### src/design/bqa_pkg.sv
// Shared constants, types and saturating helpers for the queue alternation block.
package bqa_pkg;

    localparam int unsigned NUM_QUEUES_DEF = 8;
    localparam int unsigned NUM_HEUR_DEF   = 4;

    localparam int unsigned MASK_W  = 8;
    localparam int unsigned BOOST_W = 16;
    localparam int unsigned HIDX_W  = 2;
    localparam int unsigned H_W     = 24;
    localparam int unsigned QIDX_W  = 3;
    localparam int unsigned PRIO_W  = 32;

    // Only queues named by the 8-bit masks and heuristics named by the 2-bit index exist.
    localparam int unsigned MAX_SEL_QUEUES = 8;
    localparam int unsigned MAX_SEL_HEUR   = 4;

    localparam int unsigned CFG_IDX_W  = 1;
    localparam int unsigned CFG_DATA_W = 16;
    localparam logic [CFG_IDX_W-1:0] CFG_PREF_MASK = 1'b0;
    localparam logic [CFG_IDX_W-1:0] CFG_BOOST_AMT = 1'b1;

    localparam logic ACT_SELECT = 1'b0;
    localparam logic ACT_REPORT = 1'b1;

    localparam logic [BOOST_W-1:0] BOOST_RESET = 16'd1000;

    typedef logic signed [PRIO_W-1:0] t_prio;

    localparam t_prio PRIO_MAX = 32'sh7FFF_FFFF;
    localparam t_prio PRIO_MIN = 32'sh8000_0000;

    typedef struct packed {
        logic              found;
        logic [QIDX_W-1:0] index;
    } t_pick;

    typedef struct packed {
        logic              action;
        logic [MASK_W-1:0] nonempty_mask;
        logic [HIDX_W-1:0] heuristic_index;
        logic [H_W-1:0]    h_value;
        logic              dead_end;
        logic              last_report;
    } t_req;

    typedef struct packed {
        logic              found;
        logic [QIDX_W-1:0] queue_index;
        logic              progress;
        logic              boosted;
    } t_rsp;

    function automatic t_prio prio_inc_sat(input t_prio p);
        return (p == PRIO_MAX) ? p : t_prio'(p + 32'sd1);
    endfunction

    function automatic t_prio prio_sub_sat(input t_prio p, input logic [BOOST_W-1:0] b);
        logic signed [PRIO_W:0] diff;
        diff = {p[PRIO_W-1], p} - {{(PRIO_W+1-BOOST_W){1'b0}}, b};
        // A borrow out of the sign bit means the result fell below the signed range.
        return (diff[PRIO_W] != diff[PRIO_W-1]) ? PRIO_MIN : t_prio'(diff[PRIO_W-1:0]);
    endfunction

endpackage

### src/design/bqa_req_if.sv
// Request channel: select and report items with a valid/ready handshake.
interface bqa_req_if;
    import bqa_pkg::*;

    logic              valid;
    logic              ready;
    logic              action;
    logic [MASK_W-1:0] nonempty_mask;
    logic [HIDX_W-1:0] heuristic_index;
    logic [H_W-1:0]    h_value;
    logic              dead_end;
    logic              last_report;

    modport source (
        output valid, action, nonempty_mask, heuristic_index, h_value, dead_end, last_report,
        input  ready
    );
    modport sink (
        input  valid, action, nonempty_mask, heuristic_index, h_value, dead_end, last_report,
        output ready
    );
endinterface

### src/design/bqa_rsp_if.sv
// Result channel: one result item per request with a valid/ready handshake.
interface bqa_rsp_if;
    import bqa_pkg::*;

    logic              valid;
    logic              ready;
    logic              found;
    logic [QIDX_W-1:0] queue_index;
    logic              progress;
    logic              boosted;

    modport source (
        output valid, found, queue_index, progress, boosted,
        input  ready
    );
    modport sink (
        input  valid, found, queue_index, progress, boosted,
        output ready
    );
endinterface

### src/design/boosted_queue_alternation.sv
// Boosted queue alternation: picks the next queue to pop and boosts preferred queues.
//
// Channels: i_req carries select items (action 0, nonempty_mask) and report items
// (action 1, heuristic_index, h_value, dead_end, last_report). o_rsp returns exactly
// one result item per request, in order: found and queue_index for a select, progress
// and boosted for a report. The configuration port writes preferred_mask (index 0) and
// boost_amount (index 1) on any clock with i_cfg_we high. The user must write them only
// while the block is idle; the block itself does not enforce this.
//
// A request passes the input register, then the selection and all state updates go
// combinationally into the result register. The block takes one item every cycle while
// o_rsp.ready stays high; the path that sets this is the compare tree over the
// registered queue priorities followed by the saturating priority update.
//
// Reset clears all priorities, the stored best values, the pending progress flag and
// both pipeline stages; preferred_mask resets to 0 and boost_amount to 1000.
// When the receiver holds o_rsp.ready low, the result stays in place, one more item
// is held in the input register, and then i_req.ready drops until the result is taken.
module boosted_queue_alternation #(
    parameter int unsigned NUM_QUEUES     = bqa_pkg::NUM_QUEUES_DEF,
    parameter int unsigned NUM_HEURISTICS = bqa_pkg::NUM_HEUR_DEF
) (
    input  logic                             i_clk,
    input  logic                             i_rst_n,
    bqa_req_if.sink                          i_req,
    bqa_rsp_if.source                        o_rsp,
    input  logic                             i_cfg_we,
    input  logic [bqa_pkg::CFG_IDX_W-1:0]    i_cfg_index,
    input  logic [bqa_pkg::CFG_DATA_W-1:0]   i_cfg_data
);
    import bqa_pkg::*;

    localparam int unsigned NQ = (NUM_QUEUES < MAX_SEL_QUEUES) ? NUM_QUEUES : MAX_SEL_QUEUES;
    localparam int unsigned NH = (NUM_HEURISTICS < MAX_SEL_HEUR) ? NUM_HEURISTICS
                                                                 : MAX_SEL_HEUR;

    // Configuration.
    logic [MASK_W-1:0]  r_pref_mask;
    logic [BOOST_W-1:0] r_boost;

    // Search state.
    t_prio          r_prio [NQ];
    t_prio          n_prio [NQ];
    logic [H_W-1:0] r_best [NH];
    logic [H_W-1:0] n_best [NH];
    logic [NH-1:0]  r_best_set;
    logic [NH-1:0]  n_best_set;
    logic           r_pend;
    logic           n_pend;

    // Pipeline.
    logic r_in_valid;
    t_req r_in;
    logic r_out_valid;
    t_rsp r_out;
    t_rsp n_out;

    logic  advance;
    logic  out_free;
    t_pick pick;

    assign out_free    = !r_out_valid || o_rsp.ready;
    assign advance     = r_in_valid && out_free;
    assign i_req.ready = !r_in_valid || advance;

    bqa_pick #(
        .NUM_SEL (NQ)
    ) u_pick (
        .i_mask (r_in.nonempty_mask[NQ-1:0]),
        .i_prio (r_prio),
        .o_pick (pick)
    );

    always_comb begin
        logic           is_sel;
        logic           hidx_ok;
        logic [H_W-1:0] cur_best;
        logic           cur_set;
        logic           hit;
        logic           pend_now;
        logic           do_boost;

        is_sel   = (r_in.action == ACT_SELECT);
        cur_best = '0;
        cur_set  = 1'b0;
        for (int h = 0; h < int'(NH); h++) begin
            if (r_in.heuristic_index == HIDX_W'(h)) begin
                cur_best = r_best[h];
                cur_set  = r_best_set[h];
            end
        end
        hidx_ok  = int'(r_in.heuristic_index) < int'(NH);
        hit      = !is_sel && !r_in.dead_end && hidx_ok
                   && (!cur_set || r_in.h_value < cur_best);
        pend_now = r_pend || hit;
        do_boost = !is_sel && r_in.last_report && pend_now;

        n_best     = r_best;
        n_best_set = r_best_set;
        for (int h = 0; h < int'(NH); h++) begin
            if (hit && r_in.heuristic_index == HIDX_W'(h)) begin
                n_best[h]     = r_in.h_value;
                n_best_set[h] = 1'b1;
            end
        end

        // A select and a boost never fall in the same item.
        n_prio = r_prio;
        for (int q = 0; q < int'(NQ); q++) begin
            if (is_sel && pick.found && pick.index == QIDX_W'(q)) begin
                n_prio[q] = prio_inc_sat(r_prio[q]);
            end else if (do_boost && r_pref_mask[q]) begin
                n_prio[q] = prio_sub_sat(r_prio[q], r_boost);
            end
        end

        if (is_sel) begin
            n_pend = r_pend;
        end else begin
            n_pend = r_in.last_report ? 1'b0 : pend_now;
        end

        n_out.found       = is_sel && pick.found;
        n_out.queue_index = (is_sel && pick.found) ? pick.index : '0;
        n_out.progress    = !is_sel && pend_now;
        n_out.boosted     = do_boost;
    end

    always_ff @(posedge i_clk) begin
        if (!i_rst_n) begin
            r_pref_mask <= '0;
            r_boost     <= BOOST_RESET;
        end else if (i_cfg_we) begin
            unique case (i_cfg_index)
                CFG_PREF_MASK: r_pref_mask <= i_cfg_data[MASK_W-1:0];
                CFG_BOOST_AMT: r_boost     <= i_cfg_data[BOOST_W-1:0];
            endcase
        end
    end

    always_ff @(posedge i_clk) begin
        if (!i_rst_n) begin
            for (int q = 0; q < int'(NQ); q++) begin
                r_prio[q] <= '0;
            end
            for (int h = 0; h < int'(NH); h++) begin
                r_best[h] <= '0;
            end
            r_best_set  <= '0;
            r_pend      <= 1'b0;
            r_in_valid  <= 1'b0;
            r_out_valid <= 1'b0;
        end else begin
            if (advance) begin
                r_prio     <= n_prio;
                r_best     <= n_best;
                r_best_set <= n_best_set;
                r_pend     <= n_pend;
            end
            if (i_req.ready) begin
                r_in_valid <= i_req.valid;
            end
            if (out_free) begin
                r_out_valid <= advance;
            end
        end
    end

    always_ff @(posedge i_clk) begin
        if (i_req.valid && i_req.ready) begin
            r_in.action          <= i_req.action;
            r_in.nonempty_mask   <= i_req.nonempty_mask;
            r_in.heuristic_index <= i_req.heuristic_index;
            r_in.h_value         <= i_req.h_value;
            r_in.dead_end        <= i_req.dead_end;
            r_in.last_report     <= i_req.last_report;
        end
        if (advance) begin
            r_out <= n_out;
        end
    end

    assign o_rsp.valid       = r_out_valid;
    assign o_rsp.found       = r_out.found;
    assign o_rsp.queue_index = r_out.queue_index;
    assign o_rsp.progress    = r_out.progress;
    assign o_rsp.boosted     = r_out.boosted;

    // A boost is only ever reported together with progress.
    a_boost_needs_progress: assert property (@(posedge i_clk) disable iff (!i_rst_n)
        (r_out_valid && r_out.boosted) |-> r_out.progress)
        else $error("boost reported without progress");

    // A select result never carries report flags.
    a_select_clean: assert property (@(posedge i_clk) disable iff (!i_rst_n)
        (r_out_valid && r_out.found) |-> (!r_out.progress && !r_out.boosted))
        else $error("select result carries report flags");

    // Pending progress never outlives the last report of a state.
    a_pend_cleared: assert property (@(posedge i_clk) disable iff (!i_rst_n)
        (advance && r_in.action == ACT_REPORT && r_in.last_report) |=> !r_pend)
        else $error("progress still pending after last report");

    // Back pressure only appears with both stages occupied.
    a_ready_full: assert property (@(posedge i_clk) disable iff (!i_rst_n)
        !i_req.ready |-> (r_in_valid && r_out_valid))
        else $error("input stalled with a free stage");

    // A stalled result holds while the receiver is not ready.
    a_out_hold: assert property (@(posedge i_clk) disable iff (!i_rst_n)
        (r_out_valid && !o_rsp.ready) |=> (r_out_valid && $stable(r_out)))
        else $error("stalled result changed");

endmodule

### src/design/bqa_pick.sv
// Lowest-priority queue selection among the non-empty queues, lowest index on ties.
module bqa_pick #(
    parameter int unsigned NUM_SEL = bqa_pkg::MAX_SEL_QUEUES
) (
    input  logic [NUM_SEL-1:0] i_mask,
    input  bqa_pkg::t_prio     i_prio [NUM_SEL],
    output bqa_pkg::t_pick     o_pick
);
    import bqa_pkg::*;

    always_comb begin
        t_prio best;
        best   = '0;
        o_pick = '0;
        // Strict less-than keeps the earlier queue when priorities tie.
        for (int q = 0; q < int'(NUM_SEL); q++) begin
            if (i_mask[q] && (!o_pick.found || i_prio[q] < best)) begin
                o_pick.found = 1'b1;
                o_pick.index = QIDX_W'(q);
                best         = i_prio[q];
            end
        end
    end

endmodule

### src/flat_wrapper.sv
// flat-port wrapper written by rule: the top's interface ports become plain ports
module boosted_queue_alternation_flat import bqa_pkg::*;
#(
    parameter int unsigned NUM_QUEUES     = bqa_pkg::NUM_QUEUES_DEF,
    parameter int unsigned NUM_HEURISTICS = bqa_pkg::NUM_HEUR_DEF
)
  (i_clk, i_rst_n, i_cfg_we, i_cfg_index, i_cfg_data, i_req_valid, i_req_action, i_req_nonempty_mask, i_req_heuristic_index, i_req_h_value, i_req_dead_end, i_req_last_report, i_req_ready, o_rsp_valid, o_rsp_found, o_rsp_queue_index, o_rsp_progress, o_rsp_boosted, o_rsp_ready);
  bqa_req_if i_req_i ();
  bqa_rsp_if o_rsp_i ();
  input  logic i_clk;
  input  logic i_rst_n;
  input  logic i_cfg_we;
  input  logic [bqa_pkg::CFG_IDX_W-1:0] i_cfg_index;
  input  logic [bqa_pkg::CFG_DATA_W-1:0] i_cfg_data;
  input wire logic [$bits(i_req_i.valid)-1:0] i_req_valid;
  input wire logic [$bits(i_req_i.action)-1:0] i_req_action;
  input wire logic [$bits(i_req_i.nonempty_mask)-1:0] i_req_nonempty_mask;
  input wire logic [$bits(i_req_i.heuristic_index)-1:0] i_req_heuristic_index;
  input wire logic [$bits(i_req_i.h_value)-1:0] i_req_h_value;
  input wire logic [$bits(i_req_i.dead_end)-1:0] i_req_dead_end;
  input wire logic [$bits(i_req_i.last_report)-1:0] i_req_last_report;
  output wire logic [$bits(i_req_i.ready)-1:0] i_req_ready;
  output wire logic [$bits(o_rsp_i.valid)-1:0] o_rsp_valid;
  output wire logic [$bits(o_rsp_i.found)-1:0] o_rsp_found;
  output wire logic [$bits(o_rsp_i.queue_index)-1:0] o_rsp_queue_index;
  output wire logic [$bits(o_rsp_i.progress)-1:0] o_rsp_progress;
  output wire logic [$bits(o_rsp_i.boosted)-1:0] o_rsp_boosted;
  input wire logic [$bits(o_rsp_i.ready)-1:0] o_rsp_ready;
  assign i_req_i.valid = i_req_valid;
  assign i_req_i.action = i_req_action;
  assign i_req_i.nonempty_mask = i_req_nonempty_mask;
  assign i_req_i.heuristic_index = i_req_heuristic_index;
  assign i_req_i.h_value = i_req_h_value;
  assign i_req_i.dead_end = i_req_dead_end;
  assign i_req_i.last_report = i_req_last_report;
  assign i_req_ready = i_req_i.ready;
  assign o_rsp_valid = o_rsp_i.valid;
  assign o_rsp_found = o_rsp_i.found;
  assign o_rsp_queue_index = o_rsp_i.queue_index;
  assign o_rsp_progress = o_rsp_i.progress;
  assign o_rsp_boosted = o_rsp_i.boosted;
  assign o_rsp_i.ready = o_rsp_ready;
  boosted_queue_alternation #(.NUM_QUEUES(NUM_QUEUES), .NUM_HEURISTICS(NUM_HEURISTICS)) u_core (.i_clk(i_clk), .i_rst_n(i_rst_n), .i_req(i_req_i), .o_rsp(o_rsp_i), .i_cfg_we(i_cfg_we), .i_cfg_index(i_cfg_index), .i_cfg_data(i_cfg_data));
endmodule
### config.mk
export PLATFORM = sky130hd
export DESIGN_NAME = boosted_queue_alternation_flat
export DESIGN_NICKNAME = d
export VERILOG_FILES = /design/src/design/bqa_pkg.sv /design/src/design/bqa_req_if.sv /design/src/design/bqa_rsp_if.sv /design/src/design/boosted_queue_alternation.sv /design/src/design/bqa_pick.sv /design/src/flat_wrapper.sv
export SDC_FILE = /design/constraint.sdc
export NUM_CORES = 2
export LEC_CHECK = 0
export ABC_AREA = 1
export BUFFER_PORTS_ARGS = -buffer_cell sky130_fd_sc_hd__buf_2
export CAP_MARGIN = 20
export CORE_MARGIN = 2
export CORE_UTILIZATION = 40
export CTS_CLUSTER_DIAMETER = 40
export DETAILED_ROUTE_END_ITERATION = 8
export GPL_TIMING_DRIVEN = 0
export MAX_ROUTING_LAYER = met4
export PLACE_DENSITY = 0.59
export SLEW_MARGIN = 5
export SYNTH_ARGS = -nofsm -noshare
export SYNTH_HDL_FRONTEND = slang
export SYNTH_SLANG_ARGS = --single-unit
### constraint.sdc
create_clock -name i_clk -period 33 [get_ports i_clk]
set_clock_uncertainty 0.15 [all_clocks]
set_input_delay 3.3 -clock i_clk [delete_from_list [all_inputs] [get_ports i_clk]]
set_output_delay 3.3 -clock i_clk [all_outputs]
set_load 0.01 [all_outputs]
==> results.md <==
- Fin crit share: roughly 60%
- Top delay family on crit path: simple AND/OR/NAND/NOR gates
- Post-CTS resize count: 0
- Via density: roughly 5.5
- Post-Route WL: between 100 and 150 mm
- Startpoint Class: flop
- Post-synth cell types: 54
- Predominant post-synthesis flop cell: dfxtp_1
- Crit path top cell by count: nand2_1
- Initial DRC Count: 4,080
- Hold Crit Class: flop to flop
- Flop2flop setup slack: about 13 ns
- Clk root buf: clkbuf_16
- CTS buffer count: between 100 and 150
- NumNets Final: between 6,000 and 7,000
- Crit Path Category: flop to flop
- CP endpoint: u_core.r_prio[54]$_SDFFE_PN0P_
- Clk sinks: around 430
- FF-to-FF End: u_core.r_prio[54]$_SDFFE_PN0P_
- Crit. End Element: flop
- Share of layout cells above drive strength 1: under 10%
- Drc violations: 0
- Crit path buf inv count: 15
- Synthesized area per cell: about 6.3 um^2
- Synth Register Bits: between 400 and 500
- Slowest cell on the critical path: o21ai_0
- Total track usage: 30.1%
- DP Wirelength: approximately 110 mm
- VDD IR max: about 0.000048 V
- Setup_tns: 0 ns
- # rows: about 110
- RSZ-0062 raised after global routing: false
- Vias after detailed routing: 42,700
- Max H-tree Level: 3
- Die H: between 300 and 400 um
- I/O Pins: between 60 and 70
- Max Slew Vio Count: 0
- Min-Delay Path Depth: 2
- CP arrival: 20.60 ns
- Slew margin rel.: between 10% and 20%
- First-pass GRT wire length: 227 mm
- Die ar.: about 100,000 um^2
- Top-count cell post-synth: nand2_1
- Post-route worst setup slack: approximately 13 ns
- MaxCap Viol Count: 0
- Vias in the first global route: a little under 40,000
- Critical path fanouts, max: 10
- List of most frequent post-synthesis cells: nand2_1, nor2_1, inv_1
- Starting Density: 40.4%
- Top cell type's share of synthesized area: between 10% and 20%
- Power Dens Cells: 78.9 nW/um^2
- Synth async-reset ratio: 0%
- Largest stage delay, worst path: 0.91 ns
- Clock Tree Buf Depth: 3
- CTS tree: done
- Routed WL per cell: 19.3 um
- Final setup vio count: 0
- Pre-CTS WS: between 10 and 15 ns
- Ranking of synthesized cells by area: dfxtp_1, nand2_1, ha_1
- Die Span X: roughly 320 um
- Reg2reg start: u_core.r_in[28]$_DFFE_PP_
- Core footprint: 96,900 um^2
- Final hold vios: 0
- Syn-to-layout area delta: 14.4%
- Number of fill cells: slightly above 10,000
- Mapped Nets: 6,659
- Dominant cell type by area after synthesis: dfxtp_1
- Status: completed
- Leakage: roughly 21 nW
- Worst path required time: 33.46 ns
- Post-synth EDFFs: 43
- Cell count after synthesis: about 6,200
- Worst-path clk slew: about 0.060 ns
- Post-CTS Setup Inserts: 0
- Drt first pass iters: 8
- Worst-Margin Slew: roughly 1.2 ns
- PortBufs: 66
- Worst Reg-to-Reg Cells: 98
- Worst-Skew Late Latency: ~0.7 ns
- Ys Warns: 0
- Mapped Area: just under 40,000 um^2
- Cts hold-fix bufs: 0
- Crit. Startpoint: u_core.r_in[28]$_DFFE_PP_
- Post-DRT Antenna Nets: 0
- Initial antenna violation count: 3
- Register area share after synthesis: between 20 and 25%
- Pin count of the biggest net entering global routing: 31
- Routability cong.: 0.981
- WP depth: a little under 100
- FMAX: about 50 MHz
- Final min period: a little over 20 ns
- Total grt overflow: 0
==> placed cells by master, fill, tap and decap left out, drive strengths merged, types with 4 or more instances in the layout <==
cell type     n
nor3b         4
dfxtp       383
o22ai        56
clkbuf      315
nand3       315
clkinv       40
buf         166
a221oi       12
nand3b       19
a21o          7
bufinv        5
nand4       105
xnor2        36
o31ai        13
a21oi       450
a2111oi       6
nor4         57
ha          384
o211ai        9
xor2        267
inv         643
a211oi       26
nand2      1487
o221ai       10
fa            8
edfxtp       43
o21bai       20
nor3        130
a31oi        13
nor2        761
or2          29
o21a          6
o41ai         4
o21ai       631
==> sequential cells by signal (all words and copies together) (netlist names) <==
signal and flops:
u_core.o_rsp.valid 1, u_core.o_rsp.found 1, u_core.o_rsp.queue_index 3, u_core.r_boost 16
u_core.o_rsp.progress 1, u_core.r_pref_mask 8, u_core.r_pend 1, u_core.r_prio 256
u_core.r_in_valid 1, u_core.o_rsp.boosted 1, u_core.r_best 96, u_core.r_best_set 4
u_core.r_in 37
==> kinds of logic after synthesis <==
| logic type | count (synthesis) | synth area share, % |
|---|---|---|
| simple gates | 2914 | 31.2 |
| compound gates | 1268 | 17.3 |
| buf+inv | 905 | 9.10 |
| flops | 426 | 22.9 |
| fa+ha+maj | 392 | 12.7 |
| xor+xnor | 303 | 6.78 |
==> power breakdown <==
part	leakage, nW	switching (mW)	internal, mW
Combinational	16.0	1.30	0.595
Sequential	3.51	0.0462	0.554
Clock	1.76	0.363	0.673
Total	21.2	1.71	1.82
==> area by class of cell <==
| class | count | area, um^2 | area share, % |
|---|---|---|---|
| multi-input cells | 4877 | 26600 | 59.5 |
| flip-flops and latches | 426 | 8960 | 20.0 |
| clock buffers | 141 | 2970 | 6.64 |
| inverters | 638 | 2390 | 5.35 |
| well taps | 1276 | 1600 | 3.57 |
| plain buffers | 267 | 1170 | 2.61 |
| clock inverters | 53 | 592 | 1.32 |
| repair buffers | 73 | 468 | 1.04 |
| diodes | 1 | 2.50 | 0.00559 |
==> metal layers <==
layer  global-route usage [%]  wire [um]  vias up
met2                     45.4      64300     1636
met5                        -          0        -
met1                     40.6      68100    19700
met3                     4.09      10700      301
met4                     11.8       6270        0
li1                         -          -    21100
==> tightest hold or removal path, stage by stage (launching register included) <==
cell and delay, ns:
dfxtp_1 0.29, inv_1 0.05, a21oi_1 0.06
==> through the flow <==
stage,instances,cell area [um^2],power [mW],utilization (%),hold slack (ns)
floorplan,6208,39100,1.88,-,0.275
global placement,7550,41100,2.44,42.4,0.287
detailed placement,7557,41200,2.45,42.6,0.294
CTS,7751,44800,3.51,46.2,0.302
global route,7751,44800,3.81,46.2,0.317
finish,7752,44800,3.53,46.2,0.301
==> worst min path at each step <==
stage / start / end
finish: u_core.r_best_set[3]$_SDFFE_PN0P_ / u_core.r_best_set[3]$_SDFFE_PN0P_
floorplan: u_core.r_best[90]$_SDFFE_PN0P_ / u_core.r_best[90]$_SDFFE_PN0P_
global route: u_core.r_best[78]$_SDFFE_PN0P_ / u_core.r_best[78]$_SDFFE_PN0P_
CTS: u_core.r_best_set[3]$_SDFFE_PN0P_ / u_core.r_best_set[3]$_SDFFE_PN0P_
detailed placement: u_core.r_best_set[3]$_SDFFE_PN0P_ / u_core.r_best_set[3]$_SDFFE_PN0P_
global placement: u_core.r_best[90]$_SDFFE_PN0P_ / u_core.r_best[90]$_SDFFE_PN0P_
Note: power is estimated with default switching activity, not from simulation.
